[config.mk]
export PLATFORM = sky130hd
export DESIGN_NAME = scaled_text_line_pixel_generator_core
export DESIGN_NICKNAME = d
export VERILOG_FILES = /design/src/hw/rtl/stlpg_pkg.sv /design/src/hw/rtl/scaled_text_line_pixel_generator_core.sv
export SDC_FILE = /design/constraint.sdc
export NUM_CORES = 1
export LEC_CHECK = 0
export BUFFER_PORTS_ARGS = -buffer_cell sky130_fd_sc_hd__buf_4
export CAP_MARGIN = 10
export CORE_MARGIN = 3
export CORE_UTILIZATION = 55
export DETAILED_ROUTE_END_ITERATION = 6
export HOLD_SLACK_MARGIN = 0.12
export PLACE_DENSITY = 0.69
export SETUP_SLACK_MARGIN = 0.5
export SYNTH_ARGS = -nofsm -noshare
export SYNTH_HDL_FRONTEND = slang
export SYNTH_MEMORY_MAX_BITS = 65536
export SYNTH_SLANG_ARGS = --single-unit
[constraint.sdc]
create_clock -name i_clk -period 14.25 [get_ports i_clk]
set_input_delay 0.7125 -clock i_clk [delete_from_list [all_inputs] [get_ports i_clk]]
set_output_delay 0.7125 -clock i_clk [all_outputs]
set_load 0.005 [all_outputs]
[src/hw/rtl/stlpg_pkg.sv]
`timescale 1ns / 1ps
`default_nettype none

package stlpg_pkg;

    localparam int GLYPH_W     = 5;
    localparam int GLYPH_H     = 7;
    localparam int CELL_COLS   = 6;
    localparam int RECIP_SHIFT = 16;
    localparam int DIV6_MUL    = 342;
    localparam int DIV6_SHIFT  = 11;

    typedef enum logic [1:0] {
        CFG_GLYPH_SCALE = 2'd0,
        CFG_LINE_TOP    = 2'd1,
        CFG_TEXT_COLOR  = 2'd2,
        CFG_TEXT_LENGTH = 2'd3
    } t_cfg_reg;

    typedef logic [GLYPH_W*GLYPH_H-1:0] t_glyph;

    function automatic t_glyph pack(input logic [6:0] c0, input logic [6:0] c1,
                                    input logic [6:0] c2, input logic [6:0] c3,
                                    input logic [6:0] c4);
        return {c4, c3, c2, c1, c0};
    endfunction

    // ceil(2^16 / s), exact floor division for 8-bit dividends
    function automatic logic [16:0] recip(input logic [2:0] s);
        logic [16:0] m;
        case (s)
            3'd2:    m = 17'd32768;
            3'd3:    m = 17'd21846;
            3'd4:    m = 17'd16384;
            3'd5:    m = 17'd13108;
            3'd6:    m = 17'd10923;
            3'd7:    m = 17'd9363;
            default: m = 17'd65536;
        endcase
        return m;
    endfunction

    function automatic t_glyph glyph_cols(input logic [7:0] code);
        logic [7:0] c;
        t_glyph     g;
        c = (code >= 8'h61 && code <= 8'h7A) ? code - 8'd32 : code;
        case (c)
            8'h20: g = pack(7'h00, 7'h00, 7'h00, 7'h00, 7'h00);
            8'h30: g = pack(7'h3E, 7'h51, 7'h49, 7'h45, 7'h3E);
            8'h31: g = pack(7'h00, 7'h42, 7'h7F, 7'h40, 7'h00);
            8'h32: g = pack(7'h42, 7'h61, 7'h51, 7'h49, 7'h46);
            8'h33: g = pack(7'h21, 7'h41, 7'h45, 7'h4B, 7'h31);
            8'h34: g = pack(7'h18, 7'h14, 7'h12, 7'h7F, 7'h10);
            8'h35: g = pack(7'h27, 7'h45, 7'h45, 7'h45, 7'h39);
            8'h36: g = pack(7'h3C, 7'h4A, 7'h49, 7'h49, 7'h30);
            8'h37: g = pack(7'h01, 7'h71, 7'h09, 7'h05, 7'h03);
            8'h38: g = pack(7'h36, 7'h49, 7'h49, 7'h49, 7'h36);
            8'h39: g = pack(7'h06, 7'h49, 7'h49, 7'h29, 7'h1E);
            8'h41: g = pack(7'h7E, 7'h11, 7'h11, 7'h11, 7'h7E);
            8'h42: g = pack(7'h7F, 7'h49, 7'h49, 7'h49, 7'h36);
            8'h43: g = pack(7'h3E, 7'h41, 7'h41, 7'h41, 7'h22);
            8'h44: g = pack(7'h7F, 7'h41, 7'h41, 7'h22, 7'h1C);
            8'h45: g = pack(7'h7F, 7'h49, 7'h49, 7'h49, 7'h41);
            8'h46: g = pack(7'h7F, 7'h09, 7'h09, 7'h09, 7'h01);
            8'h47: g = pack(7'h3E, 7'h41, 7'h49, 7'h49, 7'h7A);
            8'h48: g = pack(7'h7F, 7'h08, 7'h08, 7'h08, 7'h7F);
            8'h49: g = pack(7'h00, 7'h41, 7'h7F, 7'h41, 7'h00);
            8'h4A: g = pack(7'h20, 7'h40, 7'h41, 7'h3F, 7'h01);
            8'h4B: g = pack(7'h7F, 7'h08, 7'h14, 7'h22, 7'h41);
            8'h4C: g = pack(7'h7F, 7'h40, 7'h40, 7'h40, 7'h40);
            8'h4D: g = pack(7'h7F, 7'h02, 7'h0C, 7'h02, 7'h7F);
            8'h4E: g = pack(7'h7F, 7'h04, 7'h08, 7'h10, 7'h7F);
            8'h4F: g = pack(7'h3E, 7'h41, 7'h41, 7'h41, 7'h3E);
            8'h50: g = pack(7'h7F, 7'h09, 7'h09, 7'h09, 7'h06);
            8'h51: g = pack(7'h3E, 7'h41, 7'h51, 7'h21, 7'h5E);
            8'h52: g = pack(7'h7F, 7'h09, 7'h19, 7'h29, 7'h46);
            8'h53: g = pack(7'h46, 7'h49, 7'h49, 7'h49, 7'h31);
            8'h54: g = pack(7'h01, 7'h01, 7'h7F, 7'h01, 7'h01);
            8'h55: g = pack(7'h3F, 7'h40, 7'h40, 7'h40, 7'h3F);
            8'h56: g = pack(7'h1F, 7'h20, 7'h40, 7'h20, 7'h1F);
            8'h57: g = pack(7'h3F, 7'h40, 7'h38, 7'h40, 7'h3F);
            8'h58: g = pack(7'h63, 7'h14, 7'h08, 7'h14, 7'h63);
            8'h59: g = pack(7'h07, 7'h08, 7'h70, 7'h08, 7'h07);
            8'h5A: g = pack(7'h61, 7'h51, 7'h49, 7'h45, 7'h43);
            8'h2E: g = pack(7'h00, 7'h60, 7'h60, 7'h00, 7'h00);
            8'h2D: g = pack(7'h08, 7'h08, 7'h08, 7'h08, 7'h08);
            8'h3A: g = pack(7'h00, 7'h36, 7'h36, 7'h00, 7'h00);
            8'h2F: g = pack(7'h20, 7'h10, 7'h08, 7'h04, 7'h02);
            8'h5F: g = pack(7'h40, 7'h40, 7'h40, 7'h40, 7'h40);
            default: g = pack(7'h02, 7'h01, 7'h51, 7'h09, 7'h06);
        endcase
        return g;
    endfunction

endpackage

`default_nettype wire

[src/hw/rtl/scaled_text_line_pixel_generator_core.sv]
// A pixel query's result appears on o_valid after stages s1 to s6 and the output register.
// Throughput: one beat per cycle unless stalled; six register stages plus the output register, each
// holding its beat until the next one frees; beats enter while a result waits, until stages fill.
// Reset: config registers return to scale 1, top 0, colour 0xFFFF, length 0; pipeline empties.
// The line store gets no reset and no clearing pass; a slot reads as garbage until written.
`timescale 1ns / 1ps
`default_nettype none

module scaled_text_line_pixel_generator_core #(
    parameter int MAX_CHARS   = 32,
    parameter int LINE_WIDTH  = 160,
    parameter int LINE_HEIGHT = 80
) (
    input  wire logic        i_clk,
    input  wire logic        i_rst_n,
    input  wire logic        i_cfg_wr_en,
    input  wire logic [1:0]  i_cfg_index,
    input  wire logic [15:0] i_cfg_data,
    input  wire logic        i_valid,
    output logic             o_stall,
    input  wire logic        i_mode,
    input  wire logic [4:0]  i_char_slot,
    input  wire logic [7:0]  i_char_code,
    input  wire logic [7:0]  i_pixel_x,
    input  wire logic [6:0]  i_pixel_y,
    output logic             o_valid,
    input  wire logic        i_stall,
    output logic             o_lit,
    output logic [15:0]      o_pixel_color
);

    localparam int AW = (MAX_CHARS > 1) ? $clog2(MAX_CHARS) : 1;
    localparam int XW = $clog2(LINE_WIDTH + 8);
    localparam int CW = (XW > 8) ? XW : 8;
    localparam int GW = stlpg_pkg::GLYPH_W;
    localparam int GH = stlpg_pkg::GLYPH_H;

    localparam int LIM1 = (LINE_WIDTH / 6  < MAX_CHARS) ? LINE_WIDTH / 6  : MAX_CHARS;
    localparam int LIM2 = (LINE_WIDTH / 12 < MAX_CHARS) ? LINE_WIDTH / 12 : MAX_CHARS;
    localparam int LIM3 = (LINE_WIDTH / 18 < MAX_CHARS) ? LINE_WIDTH / 18 : MAX_CHARS;
    localparam int LIM4 = (LINE_WIDTH / 24 < MAX_CHARS) ? LINE_WIDTH / 24 : MAX_CHARS;
    localparam int LIM5 = (LINE_WIDTH / 30 < MAX_CHARS) ? LINE_WIDTH / 30 : MAX_CHARS;
    localparam int LIM6 = (LINE_WIDTH / 36 < MAX_CHARS) ? LINE_WIDTH / 36 : MAX_CHARS;
    localparam int LIM7 = (LINE_WIDTH / 42 < MAX_CHARS) ? LINE_WIDTH / 42 : MAX_CHARS;

    logic [2:0]  r_glyph_scale;
    logic [6:0]  r_line_top;
    logic [15:0] r_text_color;
    logic [5:0]  r_text_length;

    always_ff @(posedge i_clk) begin
        if (!i_rst_n) begin
            r_glyph_scale <= 3'd1;
            r_line_top    <= 7'd0;
            r_text_color  <= 16'hFFFF;
            r_text_length <= 6'd0;
        end else if (i_cfg_wr_en) begin
            case (i_cfg_index)
                stlpg_pkg::CFG_GLYPH_SCALE: r_glyph_scale <= i_cfg_data[2:0];
                stlpg_pkg::CFG_LINE_TOP:    r_line_top    <= i_cfg_data[6:0];
                stlpg_pkg::CFG_TEXT_COLOR:  r_text_color  <= i_cfg_data;
                stlpg_pkg::CFG_TEXT_LENGTH: r_text_length <= i_cfg_data[5:0];
                default: ;
            endcase
        end
    end

    logic rdy1, rdy2, rdy3, rdy4, rdy5, rdy6, rdy_out;

    logic        r_s1_v, r_s1_mode, r_s1_off;
    logic [4:0]  r_s1_slot;
    logic [7:0]  r_s1_code, r_s1_px;
    logic [6:0]  r_s1_py, r_s1_n;
    logic [2:0]  r_s1_s;
    logic [5:0]  r_s1_cell;

    logic        r_s2_v, r_s2_mode, r_s2_miss;
    logic [4:0]  r_s2_slot;
    logic [7:0]  r_s2_code, r_s2_rel;
    logic [6:0]  r_s2_dy, r_s2_n;
    logic [2:0]  r_s2_s;

    logic        r_s3_v, r_s3_mode, r_s3_miss;
    logic [4:0]  r_s3_slot;
    logic [7:0]  r_s3_code, r_s3_t;
    logic [6:0]  r_s3_row, r_s3_n;

    logic        r_s4_v, r_s4_mode, r_s4_miss;
    logic [4:0]  r_s4_slot;
    logic [7:0]  r_s4_code;
    logic [5:0]  r_s4_cslot;
    logic [2:0]  r_s4_col, r_s4_row;

    logic        r_s5_v, r_s5_miss;
    logic [7:0]  r_s5_code;
    logic [2:0]  r_s5_col, r_s5_row;

    logic        r_s6_v, r_s6_miss;
    logic [6:0]  r_s6_bits;
    logic [2:0]  r_s6_row;

    logic        r_out_valid, r_out_lit;
    logic [15:0] r_out_color;

    logic [7:0]  r_store [MAX_CHARS];

    assign rdy_out = !r_out_valid || !i_stall;
    assign rdy6    = !r_s6_v || rdy_out;
    assign rdy5    = !r_s5_v || rdy6;
    assign rdy4    = !r_s4_v || rdy5;
    assign rdy3    = !r_s3_v || rdy4;
    assign rdy2    = !r_s2_v || rdy3;
    assign rdy1    = !r_s1_v || rdy2;
    assign o_stall = !rdy1;

    logic [2:0]  n_s1_s;
    logic [5:0]  n_s1_cell;
    logic [6:0]  lim, len_w;

    always_comb begin
        n_s1_s    = (r_glyph_scale == 3'd0) ? 3'd1 : r_glyph_scale;
        n_s1_cell = (6'(n_s1_s) << 2) + (6'(n_s1_s) << 1);
        case (n_s1_s)
            3'd2:    lim = 7'(LIM2);
            3'd3:    lim = 7'(LIM3);
            3'd4:    lim = 7'(LIM4);
            3'd5:    lim = 7'(LIM5);
            3'd6:    lim = 7'(LIM6);
            3'd7:    lim = 7'(LIM7);
            default: lim = 7'(LIM1);
        endcase
        len_w = 7'(r_text_length);
    end

    always_ff @(posedge i_clk) begin
        if (!i_rst_n) begin
            r_s1_v <= 1'b0;
        end else if (rdy1) begin
            r_s1_v <= i_valid;
        end
    end

    always_ff @(posedge i_clk) begin
        if (rdy1) begin
            r_s1_mode <= i_mode;
            r_s1_slot <= i_char_slot;
            r_s1_code <= i_char_code;
            r_s1_px   <= i_pixel_x;
            r_s1_py   <= i_pixel_y;
            r_s1_off  <= (11'(i_pixel_x) >= 11'(LINE_WIDTH)) ||
                         (11'(i_pixel_y) >= 11'(LINE_HEIGHT));
            r_s1_s    <= n_s1_s;
            r_s1_cell <= n_s1_cell;
            r_s1_n    <= (len_w < lim) ? len_w : lim;
        end
    end

    logic [12:0]   prod;
    logic [XW-1:0] x_sum, x0;
    logic [CW-1:0] px_w, x0_w, rel_w;

    always_comb begin
        prod  = 13'(r_s1_n) * 13'(r_s1_cell);
        x_sum = XW'(LINE_WIDTH) - XW'(prod) + XW'(r_s1_s);
        x0    = x_sum >> 1;
        px_w  = CW'(r_s1_px);
        x0_w  = CW'(x0);
        rel_w = px_w - x0_w;
    end

    always_ff @(posedge i_clk) begin
        if (!i_rst_n) begin
            r_s2_v <= 1'b0;
        end else if (rdy2) begin
            r_s2_v <= r_s1_v;
        end
    end

    always_ff @(posedge i_clk) begin
        if (rdy2) begin
            r_s2_mode <= r_s1_mode;
            r_s2_slot <= r_s1_slot;
            r_s2_code <= r_s1_code;
            r_s2_miss <= r_s1_off || (px_w < x0_w) || (r_s1_py < r_line_top);
            r_s2_rel  <= rel_w[7:0];
            r_s2_dy   <= r_s1_py - r_line_top;
            r_s2_n    <= r_s1_n;
            r_s2_s    <= r_s1_s;
        end
    end

    logic [16:0] rcp;
    logic [24:0] t_prod;
    logic [23:0] row_prod;

    always_comb begin
        rcp      = stlpg_pkg::recip(r_s2_s);
        t_prod   = 25'(r_s2_rel) * 25'(rcp);
        row_prod = 24'(r_s2_dy) * 24'(rcp);
    end

    always_ff @(posedge i_clk) begin
        if (!i_rst_n) begin
            r_s3_v <= 1'b0;
        end else if (rdy3) begin
            r_s3_v <= r_s2_v;
        end
    end

    always_ff @(posedge i_clk) begin
        if (rdy3) begin
            r_s3_mode <= r_s2_mode;
            r_s3_slot <= r_s2_slot;
            r_s3_code <= r_s2_code;
            r_s3_miss <= r_s2_miss;
            r_s3_t    <= t_prod[stlpg_pkg::RECIP_SHIFT +: 8];
            r_s3_row  <= row_prod[stlpg_pkg::RECIP_SHIFT +: 7];
            r_s3_n    <= r_s2_n;
        end
    end

    logic [16:0] q_prod;
    logic [5:0]  cslot;
    logic [7:0]  col_w;

    always_comb begin
        q_prod = 17'(r_s3_t) * 17'(stlpg_pkg::DIV6_MUL);
        cslot  = q_prod[stlpg_pkg::DIV6_SHIFT +: 6];
        col_w  = r_s3_t - 8'((8'(cslot) << 2) + (8'(cslot) << 1));
    end

    always_ff @(posedge i_clk) begin
        if (!i_rst_n) begin
            r_s4_v <= 1'b0;
        end else if (rdy4) begin
            r_s4_v <= r_s3_v;
        end
    end

    always_ff @(posedge i_clk) begin
        if (rdy4) begin
            r_s4_mode  <= r_s3_mode;
            r_s4_slot  <= r_s3_slot;
            r_s4_code  <= r_s3_code;
            r_s4_miss  <= r_s3_miss || (7'(cslot) >= r_s3_n) ||
                          (col_w >= 8'(stlpg_pkg::GLYPH_W)) ||
                          (r_s3_row >= 7'(stlpg_pkg::GLYPH_H));
            r_s4_cslot <= cslot;
            r_s4_col   <= col_w[2:0];
            r_s4_row   <= r_s3_row[2:0];
        end
    end

    logic [6:0]    wr_w, rd_w;
    logic [AW-1:0] wr_addr, rd_addr;
    logic          wr_en;

    always_comb begin
        wr_w    = 7'(r_s4_slot);
        rd_w    = r_s4_miss ? 7'd0 : 7'(r_s4_cslot);
        wr_addr = wr_w[AW-1:0];
        rd_addr = rd_w[AW-1:0];
        wr_en   = r_s4_v && !r_s4_mode && rdy5 && (wr_w < 7'(MAX_CHARS));
    end

    always_ff @(posedge i_clk) begin
        if (wr_en) begin
            r_store[wr_addr] <= r_s4_code;
        end
    end

    always_ff @(posedge i_clk) begin
        if (rdy5) begin
            r_s5_code <= r_store[rd_addr];
        end
    end

    always_ff @(posedge i_clk) begin
        if (!i_rst_n) begin
            r_s5_v <= 1'b0;
        end else if (rdy5) begin
            r_s5_v <= r_s4_v && r_s4_mode;
        end
    end

    always_ff @(posedge i_clk) begin
        if (rdy5) begin
            r_s5_miss <= r_s4_miss;
            r_s5_col  <= r_s4_col;
            r_s5_row  <= r_s4_row;
        end
    end

    stlpg_pkg::t_glyph glyph;
    logic [GH-1:0]     col_bits;

    always_comb begin
        glyph = stlpg_pkg::glyph_cols(r_s5_code);
        case (r_s5_col)
            3'd0:    col_bits = glyph[0*GH +: GH];
            3'd1:    col_bits = glyph[1*GH +: GH];
            3'd2:    col_bits = glyph[2*GH +: GH];
            3'd3:    col_bits = glyph[3*GH +: GH];
            3'd4:    col_bits = glyph[(GW-1)*GH +: GH];
            default: col_bits = '0;
        endcase
    end

    always_ff @(posedge i_clk) begin
        if (!i_rst_n) begin
            r_s6_v <= 1'b0;
        end else if (rdy6) begin
            r_s6_v <= r_s5_v;
        end
    end

    always_ff @(posedge i_clk) begin
        if (rdy6) begin
            r_s6_miss <= r_s5_miss;
            r_s6_bits <= col_bits;
            r_s6_row  <= r_s5_row;
        end
    end

    logic [7:0] bits_w;
    logic       n_lit;

    always_comb begin
        bits_w = {1'b0, r_s6_bits};
        n_lit  = !r_s6_miss && bits_w[r_s6_row];
    end

    always_ff @(posedge i_clk) begin
        if (!i_rst_n) begin
            r_out_valid <= 1'b0;
        end else if (rdy_out) begin
            r_out_valid <= r_s6_v;
        end
    end

    always_ff @(posedge i_clk) begin
        if (rdy_out) begin
            r_out_lit   <= n_lit;
            r_out_color <= n_lit ? {r_text_color[7:0], r_text_color[15:8]} : 16'd0;
        end
    end

    assign o_valid       = r_out_valid;
    assign o_lit         = r_out_lit;
    assign o_pixel_color = r_out_color;

endmodule

`default_nettype wire

Word-level counts from Yosys, hierarchy flattened --
Memories as Yosys holds them, arrays and structs flattened. A register that Yosys moved wholly into a read port is not among the register bits. Index checks and enable logic that the tools add are counted.
Operators by class: reduce and logical (&&, ||, !) cells 36, order comparisons 11, mux-type cells 12, multiply operators 4, add/sub/neg operators 8, equality and inequality tests 19
Operator list (count):
- 17-bit case mux with 6 select lines | 1
- 35-bit 2-to-1 mux | 1
- 7-bit case mux with 5 select lines | 1
- 5-bit case mux with 6 select lines | 1
- 3-bit == test (second input constant) | 9
- 8-bit by 17-bit multiplier with 24-bit output | 1
- 7-bit by 17-bit multiplier with 23-bit output | 1
- 3-bit by 2-bit == test with 1-bit output (second input constant) | 6
- 8-bit by 8-bit multiplier with 16-bit output (second input constant) | 1
- 1-bit logical OR | 13
- 1-bit zero test | 11
- 8-bit by 3-bit adder with 8-bit output | 1
- 8-bit by 7-bit adder with 8-bit output | 1
- 8-bit by 3-bit greater-or-equal comparator with 1-bit output (second input constant) | 1
- 8-bit by 7-bit greater-or-equal comparator with 1-bit output (second input constant) | 1
- 8-bit greater-or-equal comparator (second input constant) | 1
- 8-bit by 7-bit less-or-equal comparator with 1-bit output (second input constant) | 1
- 8-bit by 7-bit < comparator with 1-bit output | 1
- 7-bit by 6-bit multiplier with 8-bit output | 1
- 8-bit 2-to-1 mux | 1
- 2-bit AND reduction | 4
- 8-bit by 6-bit subtractor with 8-bit output (second input constant) | 1
- 8-bit by 7-bit subtractor with 8-bit output | 1
- 8-bit subtractor | 1
- other kinds (20) | 28
Storage, ports and cells: bits in writable memories 256, ROM bits 4480, input bits 52, memories 2, register bits after elaboration 223, word-level logic and storage cells 143
Memory list:
- (name not given) | depth 128, bits a word 35, rd ports 1, clocked after memory_dff 0, wr ports 0, line stlpg_pkg.sv:47 | case (c)
- r_store | depth 32, bits a word 8, rd ports 1, clocked after memory_dff 1, wr ports 1, line scaled_text_line_pixel_generator_core.sv:105 | logic [7:0] r_store [MAX_CHARS];

Logic depth before layout (Yosys ltp) --
word-level depth 9, gate-level depth with buffers 23, mapped depth without buffers 21

Worst setup path after synthesis --
OpenSTA, ideal clock, no wires.
path kind register to register, start register r_s3_t[1], end register r_s4_miss (data pin), path buffers 0, clock period less this slack 5845 ps, stages on the path, launching flop included 22, slack 8405 ps, arrival 5563 ps, cell sequence edfxtp_1 -> ha_1 -> fa_1 -> fa_1 -> inv_1 -> fa_1 -> inv_1 -> ha_1 -> nand3_1 -> nor2_1 -> a2111oi_2 -> and2b_1 -> nor2_1 -> xnor2_1 -> fa_1 -> inv_1 -> ha_1 -> inv_1 -> o311ai_0 -> xor2_1 -> a2111oi_0 -> o2111ai_1
Between the ends: word-level cells in the longest chain between the ends 6, elaborated cells on any way between the ends 8, those cells by class add/sub: 2; mul: 1; order compare: 2; reduce/logical: 3
RTL lines:
- start: declaration | line scaled_text_line_pixel_generator_core.sv:85 | logic [7:0] r_s3_code, r_s3_t;
- start signal: assignment | line scaled_text_line_pixel_generator_core.sv:216 | r_s3_t <= t_prod[stlpg_pkg::RECIP_SHIFT +: 8];
- 8-bit by 8-bit multiplier with 16-bit output (*) | line scaled_text_line_pixel_generator_core.sv:227 | q_prod = 17'(r_s3_t) * 17'(stlpg_pkg::DIV6_MUL);
- net q_prod[14] | line scaled_text_line_pixel_generator_core.sv:222 | logic [16:0] q_prod;
- 8-bit by 7-bit adder with 8-bit output | line scaled_text_line_pixel_generator_core.sv:229 | col_w = r_s3_t - 8'((8'(cslot) << 2) + (8'(cslot) << 1));
- 8-bit subtractor | line scaled_text_line_pixel_generator_core.sv:229
- 8-bit by 3-bit greater-or-equal comparator with 1-bit output | line scaled_text_line_pixel_generator_core.sv:246 | (col_w >= 8'(stlpg_pkg::GLYPH_W)) ||
- 1-bit logical OR (*) | line scaled_text_line_pixel_generator_core.sv:245 | r_s4_miss <= r_s3_miss || (7'(cslot) >= r_s3_n) ||
- 1-bit logical OR (*) | line scaled_text_line_pixel_generator_core.sv:246
- end signal: assignment | line scaled_text_line_pixel_generator_core.sv:245
- end: declaration | line scaled_text_line_pixel_generator_core.sv:88 | logic r_s4_v, r_s4_mode, r_s4_miss;
Mark *: on every way through the listed nets, which the timed path passes. The rest lies on a longest branch. A chain may end at the register's enable or synchronous reset.

Worst setup path after layout --
start register r_s2_s[2], end register r_s3_t[7] (data pin)
Between the ends: word-level cells in the longest chain between the ends 3, elaborated cells on any way between the ends 8, those cells by class mul: 1; eq/ne: 6; mux: 1
RTL lines:
- start: declaration | line scaled_text_line_pixel_generator_core.sv:81 | logic [2:0] r_s2_s;
- start signal: assignment | line scaled_text_line_pixel_generator_core.sv:188 | r_s2_s <= r_s1_s;
- 3-bit == test or 3-bit by 2-bit == test with 1-bit output (tied branches) | line stlpg_pkg.sv:31 | case (s)
- 17-bit case mux with 6 select lines (*) | line stlpg_pkg.sv:31
- 8-bit by 17-bit multiplier with 24-bit output (*) | line scaled_text_line_pixel_generator_core.sv:198 | t_prod = 25'(r_s2_rel) * 25'(rcp);
- net t_prod[23] | line scaled_text_line_pixel_generator_core.sv:193 | logic [24:0] t_prod;
Marked as above.

==> run summary <==
Peak VDD IR = 0.0006386 V
DP Area = 30520 sq um
Synthesized Nets = 2944
Antenna Cells = 0
Reg2Reg Depth = 19
Drt via density = 5.824
Commonest cells post-synth = edfxtp_1, inv_1, nand2_1
H-Tree Depth = 2
Hold Vio Cnt, Final = 0
Synth Cell Area = 29460 sq um
Rows = 84
Final worst path period share = 55.23%
Hold-fix buffers, CTS = 0
Reg clk slew, reported paths = 0.07 ns
Num CTS Buffers = 46
Drt total wl = 65.84 mm
Max FO, Critical Path = 25
Vias in the first global route = 19488
I/O Pins = 71
Top post-synthesis cells by area = edfxtp_1, fa_1, ha_1
Most frequent cell after synthesis = edfxtp_1
Routed WL per cell = 20.20 microns
Final Wtd Congestion = 0.8892
Reg-to-reg startpoint = r_s2_s[2]
Outcome = completed
CP Launch Type = flop
DRC Markers = 0
Largest net degree at the start of global routing = 86
Clock Latency Late Sink = 0.55 ns
Setup crit start = r_s2_s[2]
Die width = 237.4 microns
Avg Cell Area, Syn = 11.70 sq um
Vias = 18986
Worst EP required = 14.55 ns
Hold WS = 0.3365 ns
Place WS = 6.429 ns
Gr ovfl total = 0
Highest routed layer = met4
Clock tree buffer depth = 3
Total GRT Usage = 23.55%
Final setup viols = 0
Max Freq = 0.1271 GHz
Met2 WL post-DR = 31.22 mm
Die area = 56380 sq um
Final Cell Area = 32010 sq um
Primary FF master, synth = edfxtp_1
Post-synthesis register bit count = 482
P&R area growth vs syn = 8.634%
Share of layout cells above drive strength 1 = 8.826%
Max Clock Skew = 0.01827 ns
Pre-Repair DR Iteration Count = 6
Final #Nets = 2965
Number of DRC markers in iteration 0 = 1631
RR Endpoint = r_s3_t[7]
CP Class = reg -> reg
M1 WL = 28.87 mm
Slew HR = 18.79%
Sequential share of the synthesized area = 47.80%
Hold Path Class = in -> reg
Port bufs = 70
DP HPWL = 46.48 mm
Post-route ant nets = 0
EDFF count, synth = 443
Crit path capture = r_s3_t[7]
TritonCTS clock tree = done
Setup_tns = 0 ns
Pwr Density = 220.5 nW/um^2
Max Slew Vio Count = 0
Post-CTS Setup Bufs = 0
Post-Synthesis Cells = 2518
Share of the synthesized area in the top cell type = 45.15%
Ys async rst share = 0%
First-pass GRT wire length = 105.5 mm
Leakage power = 12.90 nW
Root Driver = clkbuf_16
Worst-Margin Slew = 1.218 ns
Final Critical Period = 7.870 ns
Clock sinks = 482
Starting Density = 55.84%
Netlist cell types = 75
Unrepaired setup endpoints after global routing = no
Final worst setup slack = 6.380 ns
Critical path arrival = 8.17 ns
Die Height = 237.4 microns
Area leader, netlist = edfxtp_1
DR WL met3 = 4.217 mm
Max_cap viols = 0
Yosys warns = 0
Post-CTS resize count = 0
Core area = 52760 sq um
Critical Path End Type = flop
R2r setup slk = 6.38 ns
Antenna violations before repair = 0
-- layout make-up --
cell class	count	area, sq um
inverter	306	1149
sequential	482	14080
multi-input combinational	1613	13780
tap	688	860.8
timing repair buffer	90	723.2
fill	4205	20750
clock buffer	58	1269
clock inverter	23	143.9
-- report_power, final --
part | switching [mW] | internal, mW | total (mW)
Sequential | 0.118 | 1.73 | 1.85
Clock | 0.501 | 0.647 | 1.15
Combinational | 2.48 | 1.59 | 4.06
-- cell usage in the layout, fill, tap and decap left out, types with 14 or more instances in the layout --
cell type | Yosys | routed
or2_2 | 20 | 20
and2_1 | 75 | 75
nand2b_1 | 33 | 32
a211oi_1 | 14 | 14
nand3_1 | 56 | 56
a21oi_1 | 82 | 82
mux4_2 | 33 | 33
xor2_1 | 23 | 23
o211ai_1 | 30 | 30
nor3_1 | 20 | 20
mux2i_1 | 56 | 56
dfxtp_1 | 39 | 39
nand2_1 | 245 | 244
o21a_1 | 16 | 16
clkbuf_16 | 0 | 48
xnor2_1 | 36 | 36
buf_4 | 0 | 86
inv_1 | 306 | 306
nor2b_1 | 50 | 48
nor2_1 | 124 | 124
fa_1 | 186 | 186
o21ai_0 | 158 | 158
ha_1 | 188 | 188
edfxtp_1 | 443 | 443
and3_1 | 18 | 18
-- flip-flops by register name, summed over array words and instances, names as in the netlist, 6 cells and up --
signal and flops:
r_store 256, o_pixel_color 16, r_text_color 16, px_w 8, r_s1_code 8, r_s2_code 8, r_s2_rel 8, r_s3_code 8
r_s3_t 8, r_s4_code 8, r_s5_code 8, r_line_top 7, r_s1_py 7, r_s2_dy 7, r_s3_row 7, r_s6_bits 7
r_s1_n 6, r_s2_n 6, r_s3_n 6, r_text_length 6
-- worst min path at each step --
stage / start / end / depth (start not counted)
after floorplan: r_s1_code[0] / r_s2_code[0] / 0
after global placement: r_s2_code[0] / r_s3_code[0] / 0
after detailed placement: r_s2_code[1] / r_s3_code[1] / 0
after CTS: i_pixel_y[0] / r_s1_py[0] / 1
after global routing: i_mode / r_s1_mode / 1
final: i_pixel_y[0] / r_s1_py[0] / 1
-- cells by family (layout without fill, tap and decap cells) --
family	count (synthesis)	count (layout)	share of synthesized area [%]
buffers and inverters	423	477	5.487
other	1	1	0.01273
AO/OA/AOI/OAI	419	419	8.880
multiplexers	92	92	4.540
flip-flops	482	482	47.80
AND/OR/NAND/NOR	667	667	10.83
XOR/XNOR	60	60	1.830
adder cells (fa/ha/maj)	374	374	20.62
-- routing by layer --
| layer | vias up | track usage, % |
|---|---|---|
| li1 | 8800 | - |
| met1 | 9357 | 33.51 |
| met2 | 706 | 38.47 |
| met3 | 123 | 3.457 |
| met4 | 0 | 6.305 |
| met5 | - | 0 |
-- stage by stage --
step / util, % / power (mW) / cells
after floorplan: - / 4.821 / 2518
after global routing: 60.66 / 7.630 / 3260
after CTS: 60.52 / 7.039 / 3256
after global placement: 57.84 / 5.653 / 3175
final: 60.66 / 7.057 / 3260
after detailed placement: 57.84 / 5.869 / 3175
-- critical path, stage by stage (launching register included) --
cell       delay [ns]
edfxtp_1         0.91
nor2_1           0.45
nor2b_1          0.99
nor2b_1          0.90
nand2_1          0.30
fa_1             0.51
fa_1             0.49
inv_1            0.05
fa_1             0.48
inv_1            0.05
fa_1             0.47
inv_1            0.04
ha_1             0.18
a2111oi_0        0.42
a21oi_1          0.14
o311a_1          0.36
a211o_1          0.33
a211o_1          0.31
a21oi_2          0.16
xnor2_1          0.07
No activity file was read; power rests on OpenSTA's default activity.
